File: src/sv/afx_pkg.sv
package afx_pkg;

  // Configuration register indexes
  localparam logic [1:0] CfgHeaderBytes   = 2'd0;
  localparam logic [1:0] CfgTargetFrame   = 2'd1;
  localparam logic [1:0] CfgMaxFrameBytes = 2'd2;

  // Configuration reset values
  localparam logic [15:0] HeaderBytesRst   = 16'd0;
  localparam logic [15:0] TargetFrameRst   = 16'd12;
  localparam logic [31:0] MaxFrameBytesRst = 32'd65536;

  // Chunk tags as they appear in byte order, first byte in the top bits
  localparam logic [31:0] TagVideo = 32'h3030_6463;  // "00dc"
  localparam logic [31:0] TagIndex = 32'h6964_7831;  // "idx1"

  // Result queue geometry
  localparam int unsigned QDepth = 4;
  localparam int unsigned QPtrW  = $clog2(QDepth);
  localparam int unsigned QCntW  = $clog2(QDepth + 1);

  // One result word
  typedef struct packed {
    logic [7:0]  payload_byte;
    logic        payload_valid;
    logic        done_res;
    logic        found;
    logic [31:0] frame_length;
  } res_t;

  // Front-to-queue transfer
  typedef struct packed {
    logic valid;
    res_t res;
  } res_push_t;

endpackage

File: src/sv/afx_front.sv
module afx_front import afx_pkg::*; (
  input  logic        clk_i,
  input  logic        rst_ni,
  input  logic        cfg_we_i,
  input  logic [1:0]  cfg_idx_i,
  input  logic [31:0] cfg_data_i,
  input  logic        item_acc_i,
  input  logic [7:0]  data_byte_i,
  input  logic        first_byte_i,
  input  logic        stream_end_i,
  output res_push_t   push_o
);

  typedef enum logic [2:0] {
    PhHeader  = 3'd0,
    PhTag     = 3'd1,
    PhSize    = 3'd2,
    PhSkip    = 3'd3,
    PhPayload = 3'd4,
    PhDone    = 3'd5
  } phase_e;

  logic [15:0] header_bytes_q, target_frame_q;
  logic [31:0] max_frame_bytes_q;

  phase_e      phase_q, phase_d;
  logic [31:0] skip_q, skip_d;
  logic [31:0] tag_q, tag_d;
  logic [31:0] size_q, size_d;
  logic [1:0]  fbi_q, fbi_d;
  logic [15:0] frames_q, frames_d;
  logic [31:0] len_q, len_d;

  // Configuration registers
  always_ff @(posedge clk_i or negedge rst_ni) begin
    if (!rst_ni) begin
      header_bytes_q    <= HeaderBytesRst;
      target_frame_q    <= TargetFrameRst;
      max_frame_bytes_q <= MaxFrameBytesRst;
    end else if (cfg_we_i) begin
      unique case (cfg_idx_i)
        CfgHeaderBytes:   header_bytes_q    <= cfg_data_i[15:0];
        CfgTargetFrame:   target_frame_q    <= cfg_data_i[15:0];
        CfgMaxFrameBytes: max_frame_bytes_q <= cfg_data_i;
        default: ;
      endcase
    end
  end

  // Classify the incoming word and advance the chunk walk
  always_comb begin
    phase_e      ph;
    logic [31:0] skip_c, tag_c, size_c, len_c, skip_inc, new_size;
    logic [1:0]  fbi_c;
    logic [15:0] frames_c;
    logic        take_tag;

    // a first byte restarts from the stream start state
    ph       = first_byte_i ? PhHeader : phase_q;
    skip_c   = first_byte_i ? '0 : skip_q;
    tag_c    = first_byte_i ? '0 : tag_q;
    size_c   = first_byte_i ? '0 : size_q;
    fbi_c    = first_byte_i ? '0 : fbi_q;
    frames_c = first_byte_i ? '0 : frames_q;
    len_c    = first_byte_i ? '0 : len_q;

    skip_inc = skip_c + 32'd1;
    new_size = {data_byte_i, size_c[31:8]};
    take_tag = 1'b0;

    phase_d  = ph;
    skip_d   = skip_c;
    tag_d    = tag_c;
    size_d   = size_c;
    fbi_d    = fbi_c;
    frames_d = frames_c;
    len_d    = len_c;
    push_o   = '0;

    if (ph == PhDone) begin
      phase_d = PhDone;
    end else if (stream_end_i) begin
      phase_d             = PhDone;
      push_o.valid        = 1'b1;
      push_o.res.done_res = 1'b1;
    end else begin
      unique case (ph)
        PhHeader: begin
          if (skip_c < {16'd0, header_bytes_q}) begin
            skip_d = skip_inc;
          end else begin
            take_tag = 1'b1;
            fbi_c    = '0;
          end
        end
        PhTag: take_tag = 1'b1;
        PhSize: begin
          size_d = new_size;
          if (fbi_c == 2'd3) begin
            fbi_d  = '0;
            len_d  = new_size;
            skip_d = '0;
            if (tag_c == TagIndex) begin
              phase_d             = PhDone;
              push_o.valid        = 1'b1;
              push_o.res.done_res = 1'b1;
            end else if (tag_c == TagVideo && frames_c == target_frame_q &&
                         new_size != '0 && new_size <= max_frame_bytes_q) begin
              phase_d = PhPayload;
            end else begin
              if (tag_c == TagVideo) frames_d = frames_c + 16'd1;
              phase_d = (new_size == '0) ? PhTag : PhSkip;
            end
          end else begin
            fbi_d = fbi_c + 2'd1;
          end
        end
        PhSkip: begin
          if (skip_inc >= len_c) begin
            skip_d  = '0;
            phase_d = PhTag;
          end else begin
            skip_d = skip_inc;
          end
        end
        PhPayload: begin
          skip_d                   = skip_inc;
          push_o.valid             = 1'b1;
          push_o.res.payload_byte  = data_byte_i;
          push_o.res.payload_valid = 1'b1;
          if (skip_inc >= len_c) begin
            phase_d                 = PhDone;
            push_o.res.done_res     = 1'b1;
            push_o.res.found        = 1'b1;
            push_o.res.frame_length = len_c;
          end
        end
        default: phase_d = PhDone;
      endcase

      // shift a tag byte in, big end first
      if (take_tag) begin
        tag_d = {tag_c[23:0], data_byte_i};
        if (fbi_c == 2'd3) begin
          fbi_d   = '0;
          phase_d = PhSize;
        end else begin
          fbi_d   = fbi_c + 2'd1;
          phase_d = PhTag;
        end
      end
    end

    if (!item_acc_i) begin
      push_o.valid = 1'b0;
    end
  end

  // Parse state
  always_ff @(posedge clk_i or negedge rst_ni) begin
    if (!rst_ni) begin
      phase_q  <= PhHeader;
      skip_q   <= '0;
      tag_q    <= '0;
      size_q   <= '0;
      fbi_q    <= '0;
      frames_q <= '0;
      len_q    <= '0;
    end else if (item_acc_i) begin
      phase_q  <= phase_d;
      skip_q   <= skip_d;
      tag_q    <= tag_d;
      size_q   <= size_d;
      fbi_q    <= fbi_d;
      frames_q <= frames_d;
      len_q    <= len_d;
    end
  end

endmodule

File: src/sv/afx_queue.sv
module afx_queue import afx_pkg::*; (
  input  logic      clk_i,
  input  logic      rst_ni,
  input  res_push_t push_i,
  output logic      full_o,
  output logic      empty_o,
  input  logic      pop_i,
  output res_t      head_o
);

  res_t             mem_q [QDepth];
  logic [QPtrW-1:0] wr_ptr_q, rd_ptr_q;
  logic [QCntW-1:0] cnt_q;
  logic             do_push, do_pop;

  assign full_o  = (cnt_q == QCntW'(QDepth));
  assign empty_o = (cnt_q == '0);
  assign do_push = push_i.valid && !full_o;
  assign do_pop  = pop_i && !empty_o;
  assign head_o  = mem_q[rd_ptr_q];

  // Store result words
  always_ff @(posedge clk_i) begin
    if (do_push) mem_q[wr_ptr_q] <= push_i.res;
  end

  // Advance pointers and fill count
  always_ff @(posedge clk_i or negedge rst_ni) begin
    if (!rst_ni) begin
      wr_ptr_q <= '0;
      rd_ptr_q <= '0;
      cnt_q    <= '0;
    end else begin
      if (do_push) wr_ptr_q <= wr_ptr_q + QPtrW'(1);
      if (do_pop)  rd_ptr_q <= rd_ptr_q + QPtrW'(1);
      if (do_push && !do_pop)      cnt_q <= cnt_q + QCntW'(1);
      else if (do_pop && !do_push) cnt_q <= cnt_q - QCntW'(1);
    end
  end

endmodule

File: src/sv/avi_movi_frame_extractor_top.sv
// AVI frame extractor: push one file byte per word (first_byte_i marks file offset zero,
// stream_end_i marks the end of the file and carries no byte). After header_bytes bytes
// the block walks the chunks, counts 00dc chunks and streams out the bytes of the
// target frame, the last one flagged done with found set and the frame length; an idx1
// tag, a truncated frame or the end of the stream gives a single done word with found
// clear, and later bytes give nothing until the next first byte. The parser state is
// registered and a byte is taken every cycle while full is low; results pass through a
// four-word queue, and full is raised only while that queue holds four unread words.
module avi_movi_frame_extractor_top import afx_pkg::*; (
  input  logic        clk_i,
  input  logic        rst_ni,
  input  logic        cfg_we_i,
  input  logic [1:0]  cfg_idx_i,
  input  logic [31:0] cfg_data_i,
  input  logic        push,
  output logic        full,
  input  logic [7:0]  data_byte_i,
  input  logic        first_byte_i,
  input  logic        stream_end_i,
  output logic        empty,
  input  logic        pop,
  output logic [7:0]  payload_byte_o,
  output logic        payload_valid_o,
  output logic        done_res_o,
  output logic        found_o,
  output logic [31:0] frame_length_o
);

  res_push_t front_push;
  res_t      head;
  logic      item_acc;

  assign item_acc = push && !full;

  afx_front u_front (
    .clk_i        (clk_i),
    .rst_ni       (rst_ni),
    .cfg_we_i     (cfg_we_i),
    .cfg_idx_i    (cfg_idx_i),
    .cfg_data_i   (cfg_data_i),
    .item_acc_i   (item_acc),
    .data_byte_i  (data_byte_i),
    .first_byte_i (first_byte_i),
    .stream_end_i (stream_end_i),
    .push_o       (front_push)
  );

  afx_queue u_queue (
    .clk_i   (clk_i),
    .rst_ni  (rst_ni),
    .push_i  (front_push),
    .full_o  (full),
    .empty_o (empty),
    .pop_i   (pop),
    .head_o  (head)
  );

  assign payload_byte_o  = head.payload_byte;
  assign payload_valid_o = head.payload_valid;
  assign done_res_o      = head.done_res;
  assign found_o         = head.found;
  assign frame_length_o  = head.frame_length;

endmodule

File: config.mk
export PLATFORM = sky130hd
export DESIGN_NAME = avi_movi_frame_extractor_top
export DESIGN_NICKNAME = d
export VERILOG_FILES = /design/src/sv/afx_pkg.sv /design/src/sv/afx_front.sv /design/src/sv/afx_queue.sv /design/src/sv/avi_movi_frame_extractor_top.sv
export SDC_FILE = /design/constraint.sdc
export NUM_CORES = 1
export LEC_CHECK = 0
export BUFFER_PORTS_ARGS = -buffer_cell sky130_fd_sc_hd__buf_2
export CAP_MARGIN = 10
export CORE_MARGIN = 5
export CORE_UTILIZATION = 62
export DETAILED_ROUTE_END_ITERATION = 12
export PLACE_DENSITY = 0.83
export SLEW_MARGIN = 20
export SYNTH_ARGS = -nofsm -noshare
export SYNTH_HDL_FRONTEND = slang
export SYNTH_SLANG_ARGS = --single-unit
File: constraint.sdc
create_clock -name clk_i -period 6 [get_ports clk_i]
set_input_delay 0.3 -clock clk_i [delete_from_list [all_inputs] [get_ports clk_i]]
set_output_delay 0.3 -clock clk_i [all_outputs]
set_load 0.02 [all_outputs]
**After elaboration in Yosys (flattened, before gate mapping)**

Memory sizes are Yosys's and may differ from the RTL's.
Index checks and enable logic that the tools add are counted.

- Bits of input ports: 49
- Memories kept: 1
- Bits in writable memories: 172
- Register bits after elaboration: 220

- Equal/unequal tests: 13
- $lt $le $gt $ge: 3
- Add/subtract/negate cells: 8
- Reduce and logical (&&, ||, !) cells: 22
- Mux-type cells: 72

Memory list:

| memory | words | bits a word | rd ports | clocked after memory_dff | wr ports | RTL line | text |
|---|---|---|---|---|---|---|---|
| u_queue.mem_q | 4 | 43 | 1 | 0 | 1 | afx_queue.sv:11 | `res_t mem_q [QDepth];` |

Operators with widths:

| cell | number |
|---|---|
| $mux W32 | 19 |
| $mux W16 | 8 |
| $pmux W32 S4 | 1 |
| $mux W33 | 2 |
| $mux W44 | 1 |
| $mux W34 | 1 |
| $mux W3 | 11 |
| $add A32 B1 Y32 const B | 1 |
| $eq A32 B30 Y1 const B | 1 |
| $eq A32 B31 Y1 const B | 1 |
| $ge A32 B32 Y1 | 1 |
| $le A32 B32 Y1 | 1 |
| $logic_not A32 Y1 | 1 |
| $lt A32 B16 Y1 | 1 |
| $reduce_bool A32 Y1 | 1 |
| $mux W2 | 13 |
| $mux W9 | 2 |
| $add A16 B1 Y16 const B | 1 |
| $eq A16 B16 Y1 | 1 |
| $pmux W3 S4 | 1 |
| $mux W1 | 10 |
| $eq A3 B3 Y1 const B | 3 |
| $add A2 B1 Y2 const B | 4 |
| $logic_and A1 B1 Y1 | 8 |
| other kinds (13) | 24 |

**Depth between registers and ports, before layout**

Gate-level depths: netlist (run 1).

- Depth in word-level cells: 13
- Gate-level depth with buffers: 27
- Gate-level depth less buffers: 18

**Cells and area by module**

A second synthesis (run 1) with hierarchy kept.

- Cells, all modules: 1593
- Area, all modules: 19292.3 um^2

By module, submodules not included:

| module | cells an instance | sequential area each (um^2) | instances | area each (um^2) |
|---|---|---|---|---|
| afx_front | 1331 | 5133.7 | 1 | 12584.6 |
| afx_queue | 261 | 5340.1 | 1 | 6693.9 |
| avi_movi_frame_extractor_top | 1 | 0.0 | 1 | 13.8 |

**Worst setup path after synthesis (run 1)**

No wires, ideal clock.

- Path kind: input to register
- From: input port first_byte_i
- To: register u_front.skip_q[16]
- Data required time: 5.878 ns
- Slack: 0.728 ns
- Data arrival time: 5.151 ns
- Buffers on the path: 10
- Setup time: 0.122 ns
- Stages: 27
- Cell sequence: buf_2 > buf_2 > buf_2 > buf_2 > buf_2 > buf_2 > buf_1 > nor2b_1 > ha_1 > nand4_1 > nor4_4 > and3_1 > clkbuf_1 > and3_1 > xnor2_1 > nor2_1 > ha_1 > nand4_1 > nor4_1 > nand2_1 > o21ai_0 > o21ai_1 > a21o_1 > and2_1 > buf_4 > buf_6 > a32o_1

- Longest elaborated chain between the ends: 7
- Elaborated cells between the ends (all ways): 19
- Those cells by class: add/sub (1); order compare (2); eq/ne (5); mux (10); reduce/logical (1)

Ends and longest elaborated chain:

| item | RTL line | text |
|---|---|---|
| start: declaration | avi_movi_frame_extractor_top.sv:18 | `input logic first_byte_i,` |
| $mux W32 | afx_front.sv:60 | `skip_c = first_byte_i ? '0 : skip_q;` |
| $add A32 B1 Y32 | afx_front.sv:67 | `skip_inc = skip_c + 32'd1;` |
| $ge A32 B32 Y1 | afx_front.sv:119 | `if (skip_inc >= len_c) begin` |
| $mux W32 | afx_front.sv:119 |  |
| $pmux W32 S4 | afx_front.sv:87 | `unique case (ph)` |
| $mux W32 | afx_front.sv:82 | `end else if (stream_end_i) begin` |
| $mux W32 (*) | afx_front.sv:80 | `if (ph == PhDone) begin` |
| end signal: assignment | afx_front.sv:171 | `skip_q <= skip_d;` |
| end: declaration | afx_front.sv:27 | `logic [31:0] skip_q, skip_d;` |

Every way passes the cells marked *; elsewhere a longest branch is shown, timed or not.
A chain may end at the register's enable or synchronous reset.

**Final worst setup path (run 1)**

- From: register u_front.skip_q[0]
- To: register u_front.skip_q[6]

- Longest elaborated chain between the ends: 7
- Elaborated cells between the ends (all ways): 9
- Those cells by class: add/sub (1); order compare (2); mux (6)

Ends and longest elaborated chain:

| item | RTL line |
|---|---|
| $mux W32 (*) | afx_front.sv:60 |
| $add A32 B1 Y32 | afx_front.sv:67 |
| $ge A32 B32 Y1 | afx_front.sv:119 |
| $mux W32 | afx_front.sv:119 |
| $pmux W32 S4 (*) | afx_front.sv:87 |
| $mux W32 (*) | afx_front.sv:82 |
| $mux W32 (*) | afx_front.sv:80 |

Marked as above.

==> impl_results.md, run 1 <==
- Status: finished clean
- F_max: 201 MHz
- Number of hold buffers added after cts: 10
- Setup bufs post-CTS: 0
- Final hold violations: 0
- Final Cycle Share: 82.9%
- DIE AREA: around 34,000 um2
- CP top delay family: simple AND/OR/NAND/NOR gates
- Post-synth cell types: 81
- Worst Path Buf+Inv: 1
- Fin crit period: about 5000 ps
- Initial Util: 63.1%
- Final instance area: 21,100 um2
- Ranking of synthesized cells by area: dfrtp_1 28%, edfxtp_1 27%, ha_1 5.9%
- Non-Filler Instances: 2,018
- TritonCTS Buffers: 40
- Crit. End Element: flop
- First DRT Iteration DRCs: 1,261
- Max H-tree Level: 2
- Pwr dens: 357 nW/um2
- Placement Cell Area: roughly 20,000 um2
- CTS tree: built
- Total number of vias: between 10,000 and 15,000
- Placed cell count: about 1,900
- HP Start: cfg_data_i[23]
- Layout cell share with drive strength beyond 1: 19.3%
- Ys async rst share: between 50% and 60%
- Clk slew on worst S/H paths: about 60 ps
- Most frequent CP cell: nand4_1
- RSZ-0062 raised after global routing: false
- CTS Buffer Depth: 3
- Synth Net Count: 1,635
- Drt drc: 0
- Slew Viols, Final: 0
- Req. time, crit path: between 6000 and 7000 ps
- EDFF count, synth: 172
- Clock tree sinks: about 380
- FF-to-FF End: u_front.skip_q[6]$_DFFE_PN0P_
- Critical-path top delay cell: o21ai_1
- Worst r2r src: u_front.skip_q[0]$_DFFE_PN0P_
- Number of global-route vias before repair: 13,200
- Final nets: about 1,700
- Drt via density: 6.43
- Yosys top cell by area: dfrtp_1
- Seq/Total Area, Yosys: 55.7%
- Crit path DAT: 5440 ps
- Worst Tran Pin Value: around 940 ps
- GR Util All Layers: a little over a quarter
- First-pass GRT wire length: ~73 mm
- DIE WIDTH: 184 um
- Maxcap violations: 0
- Post-synthesis cell count: 1,497
- Placer Congestion: 0.916
- Vert. Die Dim: 184 um
- Ports: 94
- Num rows: 63
- Pre-antenna DRT Iters: 6
- Leading cell types in the layout, fill and taps excluded: 207 x dfrtp_1, 172 x edfxtp_1, 131 x nand2_1
- Pleak: 8.78 nW
- Post-DP HPWL: around 30 mm
- R2R setup slack: 1030 ps
- Cell Area, Synth: roughly 19,000 um2
- Rel. slew slack: 37.5%
- Core area: just under 30,000 um2
- #FFs+latches synth: 384
- Worst hold path cell count: 2
- Yosys warnings: 0
- Total gr overflow: 0
- Fin util: 70.8%
- P&R area growth vs syn: 12.3%
- Critical path type: flop to flop
- Resize count post-CTS: 0
- Hold WC Path Type: input port to flop
- Worst hold endpoint: u_front.max_frame_bytes_q[23]$_DFFE_PN0P_
- Total wire length: 45.4 mm
- CP max stage delay: ~570 ps
- Initial antenna violation count: 2
- Largest net degree at the start of global routing: 85
- Final setup fails: 0
- Critical path, cell by cell: nor2b_1, ha_1, nand4_1, nor4_4, nand4_1, nor2_1, nand4_1, xor2_1, nor2_1, ha_1, nand2_1, o21ai_0, a211oi_1, o21ai_0, o21ai_1, a21o_1, and2_1, buf_4, a32o_1
- Most common cell after layout, fill and taps aside: dfrtp_1
- Setup TNS: 0 ps
- Final ANT Viol Nets: 0
- VDD IR-drop max: roughly 0.00021 V
- IO buf count: 93
- Top-area cell type share of the netlist area: approximately 28%
- Drt wl/cell: between 20 and 25 um
- CP max FO: 26
- Average cell area after synthesis: 12.6 um2
- Startpoint Class: flop
- Clock skew: 17.6 ps
- Primary FF master, synth: dfrtp_1
- Worst R2R Path Depth: 19
- Worst skew pair latency: 540 ps
- CTS root buf: clkbuf_16
==> metrics by stage <==
| stage | setup WS, ps | hold slack [ps] | total power [mW] |
|---|---|---|---|
| 5_1_grt | 536 | 7.75 | 7.88 |
| 6_report | 1030 | 10.3 | 7.53 |
| 4_1_cts | 1120 | 0.408 | 7.58 |
| 2_1_floorplan | 728 | 4.41 | 4.55 |
| 3_3_place_gp | 1190 | 353 | 5.04 |
| 3_5_place_dp | 1010 | 368 | 5.10 |
==> metal layers <==
layer  routed length, um  up-vias  track usage, %
met4                1810        2            10.2
met2               22400      592            45.1
li1                    -     5809               -
met3                3180      134            3.97
met5                  13        -               0
met1               18000     6448            36.6
==> power by group <==
part	internal (mW)	switching, mW	leakage (nW)
clock	1.45	1.02	0.662
combinational	0.734	1.03	3.72
sequential	3.06	0.247	4.40
==> Yosys cell counts, drive strengths merged (30+ instances only) <==
library cell,count
dfrtp,209
edfxtp,172
nand2,131
a22o,103
ha,88
nor2,70
inv,63
o21ai,61
mux2,51
nor2b,47
and2,45
a21oi,43
mux4,43
clkbuf,42
nand3,31
xnor2,30
==> area by class of cell <==
type | instances | area, um2
Sequential cell | 384 | 10500
Fill cell | 2004 | 8690
Multi-Input combinational cell | 980 | 7820
Clock buffer | 60 | 1210
Timing Repair Buffer | 126 | 753
Tap cell | 390 | 488
Inverter | 63 | 236
Clock inverter | 14 | 130
Antenna cell | 1 | 2.50
==> sequential cells by signal (all words and copies together), names as in the netlist <==
name                       count
u_front.size_q                24
u_front.phase_q                3
u_front.len_q                 32
u_front.tag_q                 32
u_front.header_bytes_q        16
u_front.frames_q              16
u_queue.rd_ptr_q               2
u_front.fbi_q                  2
u_queue.wr_ptr_q               2
u_front.max_frame_bytes_q     32
u_front.target_frame_q        16
u_queue.cnt_q                  3
u_front.skip_q                32
u_queue.mem_q                172
==> cells by family (layout without fill, tap and decap cells) <==
group / after synthesis / count (layout) / synth area share [%]
compound gates: 279 / 279 / 11.3
xor+xnor: 54 / 54 / 2.52
fa+ha+maj: 89 / 89 / 5.96
buf+inv: 133 / 263 / 2.87
flops: 384 / 384 / 55.7
mux: 98 / 98 / 8.42
other cells: 0 / 1 / 0
simple gates: 460 / 460 / 13.3
==> worst max-delay path by stage <==
stage	start	endpoint	slack, ps	cells past startpoint
6_report	u_front.skip_q[0]$_DFFE_PN0P_	u_front.skip_q[6]$_DFFE_PN0P_	1030	19
3_3_place_gp	first_byte_i	u_front.skip_q[10]$_DFFE_PN0P_	1190	19
4_1_cts	u_front.skip_q[0]$_DFFE_PN0P_	u_front.skip_q[6]$_DFFE_PN0P_	1120	19
2_1_floorplan	first_byte_i	u_front.skip_q[16]$_DFFE_PN0P_	730	27
5_1_grt	u_front.skip_q[0]$_DFFE_PN0P_	u_front.skip_q[6]$_DFFE_PN0P_	540	19
3_5_place_dp	first_byte_i	u_front.skip_q[6]$_DFFE_PN0P_	1010	20
Power figures use the tool's default switching activity.
==> inputs of run 2 (changes only) <==
--- a/config.mk
+++ b/config.mk
@@ -5,12 +5,13 @@
 export SDC_FILE = /design/constraint.sdc
 export NUM_CORES = 1
 export LEC_CHECK = 0
+export ABC_AREA = 1
 export BUFFER_PORTS_ARGS = -buffer_cell sky130_fd_sc_hd__buf_2
 export CAP_MARGIN = 10
 export CORE_MARGIN = 5
-export CORE_UTILIZATION = 62
+export CORE_UTILIZATION = 63
 export DETAILED_ROUTE_END_ITERATION = 12
-export PLACE_DENSITY = 0.83
+export PLACE_DENSITY = 0.84
 export SLEW_MARGIN = 20
 export SYNTH_ARGS = -nofsm -noshare
 export SYNTH_HDL_FRONTEND = slang
==> constraint.sdc (replaced) <==
create_clock -name clk_i -period 5 [get_ports clk_i]
set_input_delay 0.25 -clock clk_i [delete_from_list [all_inputs] [get_ports clk_i]]
set_output_delay 0.25 -clock clk_i [all_outputs]
set_load 0.02 [all_outputs]
==> run 2 against run 1 <==
Non-clock buffer count rose by 10. Wire length is 34% higher. Sequential cell count unchanged. Hold slack gained 9.2 ps. Clock-buffer cell count increased by 2. Clock skew up 14 ps. Die area increased by 12%. First-iteration DRC count increased by 67%. Design area up 12%. Largest cell class unchanged. Final cell count up 58%. Register-to-register slack worse by 480 ps. Clock power grew 23%.
==> impl_results.md, run 2 <==
- Status: finished clean
- Maxcap violations: 0
- Power consumption: 11.2 mW
- CTS tree: built
- Cell Area, Synth: 21,400 um2
- Ys async rst share: 55.2%
- Top-area cell type share of the netlist area: 24.4%
- Crit. End Element: flop
- Antenna cell count: 0
- RSZ-0062 raised after global routing: false
- GR Util All Layers: 31.4%
- Most common cell after layout, fill and taps aside: nand2_1
- First-pass GRT wire length: 96.4 mm
- CTS Buffer Depth: 3
- Post-DP HPWL: 40.8 mm
- Drt wl/cell: about 19 um
- Register area: roughly 10,000 um2
- Total wire length: 61.0 mm
- Drt via density: 5.89
- EDFF count, synth: 172
- Initial Util: around 64%
- First DRT Iteration DRCs: 2,108
- Resize count post-CTS: 0
- Fin crit period: 4450 ps
- Yosys warnings: 0
- Placer Congestion: 0.919
- Final instance area: 23,700 um2
- Startpoint Class: flop
- Final ANT Viol Nets: 0
- CTS root buf: clkbuf_16
- Drt drc: 0
- Final nets: 2,839
- Post-synthesis cell count: 2,644
- Total gr overflow: 0
- Ports: 94
- Setup TNS: 0 ps
- Clock tree sinks: 384
- Placement Cell Area: 22,100 um2
- Max H-tree Level: 2
- Most frequent cell after synthesis: nand2_1
- IO buf count: between 90 and 100
- Clk slew on worst S/H paths: 60 ps
- Final setup fails: 0
- Worst skew pair latency: 570 ps
- Non-Filler Instances: 3,181
- Vert. Die Dim: 194 um
- Layout cell share with drive strength beyond 1: between 8 and 9%
- Placed cell count: 3,089
- DIE AREA: 37,800 um2
- VDD IR-drop max: 0.000593 V
- CP max stage delay: 390 ps
- Yosys top cell by area: dfrtp_1
- Top cells by count, synth: 564 x nand2_1, 371 x nor2_1, 329 x inv_1
- TritonCTS Buffers: 41
- Critical-path top delay cell: dfrtp_1
- Seq/Total Area, Yosys: roughly 49%
- CP max FO: 27
- Multi-input logic area: 9150 um2
- # fillers: ~2,600
- Final Cycle Share: around 89%
- Initial antenna violation count: 0
- Core area: 33,500 um2
- Final hold violations: 0
- Total number of vias: roughly 19,000
- Max reg flops: 172
- Worst Tran Pin Value: 1050 ps
- Primary FF master, synth: dfrtp_1
- Average cell area after synthesis: between 8 and 9 um2
- Synth Net Count: roughly 2,800
- Pleak: 10.7 nW
- Largest net degree at the start of global routing: 94
- Pwr dens: 474 nW/um2
- DIE WIDTH: 194 um
- Num rows: 67
- F_max: about 220 MHz
- Largest Register: u_queue.mem_q
- Critical path type: flop to flop
- Leading cell types in the layout, fill and taps excluded: 563 x nand2_1, 366 x nor2_1, 328 x inv_1
- Ranking of synthesized cells by area: dfrtp_1 24%, edfxtp_1 24%, nand2_1 9.9%
- Number of global-route vias before repair: 17,900
- Slew Viols, Final: 0
- Crit path DAT: 4780 ps
- P&R area growth vs syn: 10.5%
- Pre-antenna DRT Iters: 6
- Req. time, crit path: 5330 ps
- Clock skew: ~32 ps
- Post-synth cell types: 42
- Hold WC Path Type: input port to flop
- #FFs+latches synth: 384
- Rel. slew slack: 30.1%
## run 2: where the power goes
| group | switching, mW | internal, mW | total [mW] |
|---|---|---|---|
| clock network | 1.29 | 1.75 | 3.03 |
| registers | 0.315 | 3.82 | 4.13 |
| logic | 2.86 | 1.18 | 4.04 |
| total | 4.47 | 6.74 | 11.2 |
## run 2: final cells by class
cell class / instances / area share [%]
Clock buffer: 62 / 4.96
Tap cell: 448 / 2.37
Inverter: 345 / 5.50
Timing Repair Buffer: 136 / 3.55
Multi-Input combinational cell: 1793 / 38.6
Clock inverter: 13 / 0.724
Sequential cell: 384 / 44.3
## run 2: through the flow
| stage | setup slack [ps] | hold slack (ps) | utilization, % |
|---|---|---|---|
| detailed placement | 471 | 394 | 66.0 |
| global placement | 613 | 392 | 66.0 |
| finish | 548 | 19.5 | 70.6 |
| floorplan | 595 | -45.6 | - |
| CTS | 595 | 13.8 | 70.6 |
| global route | 16.2 | 34.0 | 70.6 |
## run 2: what timing repair did
item	4_1_cts	5_1_grt
setup buffers	0	0
endpoints found under the hold margin	105	0
hold buffers	17	0
## run 2: cells by family after synthesis
| family | after synthesis | share of synthesized area [%] |
|---|---|---|
| xor gates and xnor gates | 50 | 2.04 |
| DFF | 384 | 48.9 |
| adders and majority gates | 89 | 5.23 |
| and+or+nand+nor | 1143 | 21.9 |
| AOI/OAI and AO/OA | 511 | 13.3 |
| buffers and inverters | 467 | 8.69 |
## run 2: final timing paths
kind,from,depth (start not counted),slack (ps),to
max reg2reg,u_front.skip_q[0]$_DFFE_PN0P_,25,550,u_queue.mem_q[3][12]$_DFFE_PP_
max in group asynchronous,rst_ni,3,3320,u_front.len_q[3]$_DFFE_PN0P_
min,cfg_data_i[7],3,20,u_front.target_frame_q[7]$_DFFE_PN0P_
min reg2reg,u_front.size_q[11]$_DFFE_PN0P_,2,480,u_front.size_q[11]$_DFFE_PN0P_
min in group asynchronous,rst_ni,2,330,u_front.target_frame_q[6]$_DFFE_PN0P_
max,u_front.skip_q[0]$_DFFE_PN0P_,25,550,u_queue.mem_q[3][12]$_DFFE_PP_
## run 2: per-layer routing
metal	vias up	track usage [%]	share of wire [%]	routed length, um
li1	8813	-	-	-
met3	136	4.86	9.0	5480
met4	0	10.3	3.5	2140
met2	938	51.4	47	28600
met1	8856	43.6	41	24700
met5	-	0	0	0
## run 2: worst max-delay path: cells and delay by family, from the launching register on
family                   cells  cell delay, ps
adder cells (fa/ha/maj)      2             500
XOR/XNOR                     1             160
flip-flops                   1             390
AND/OR/NAND/NOR             16            2330
buffers and inverters        6             830
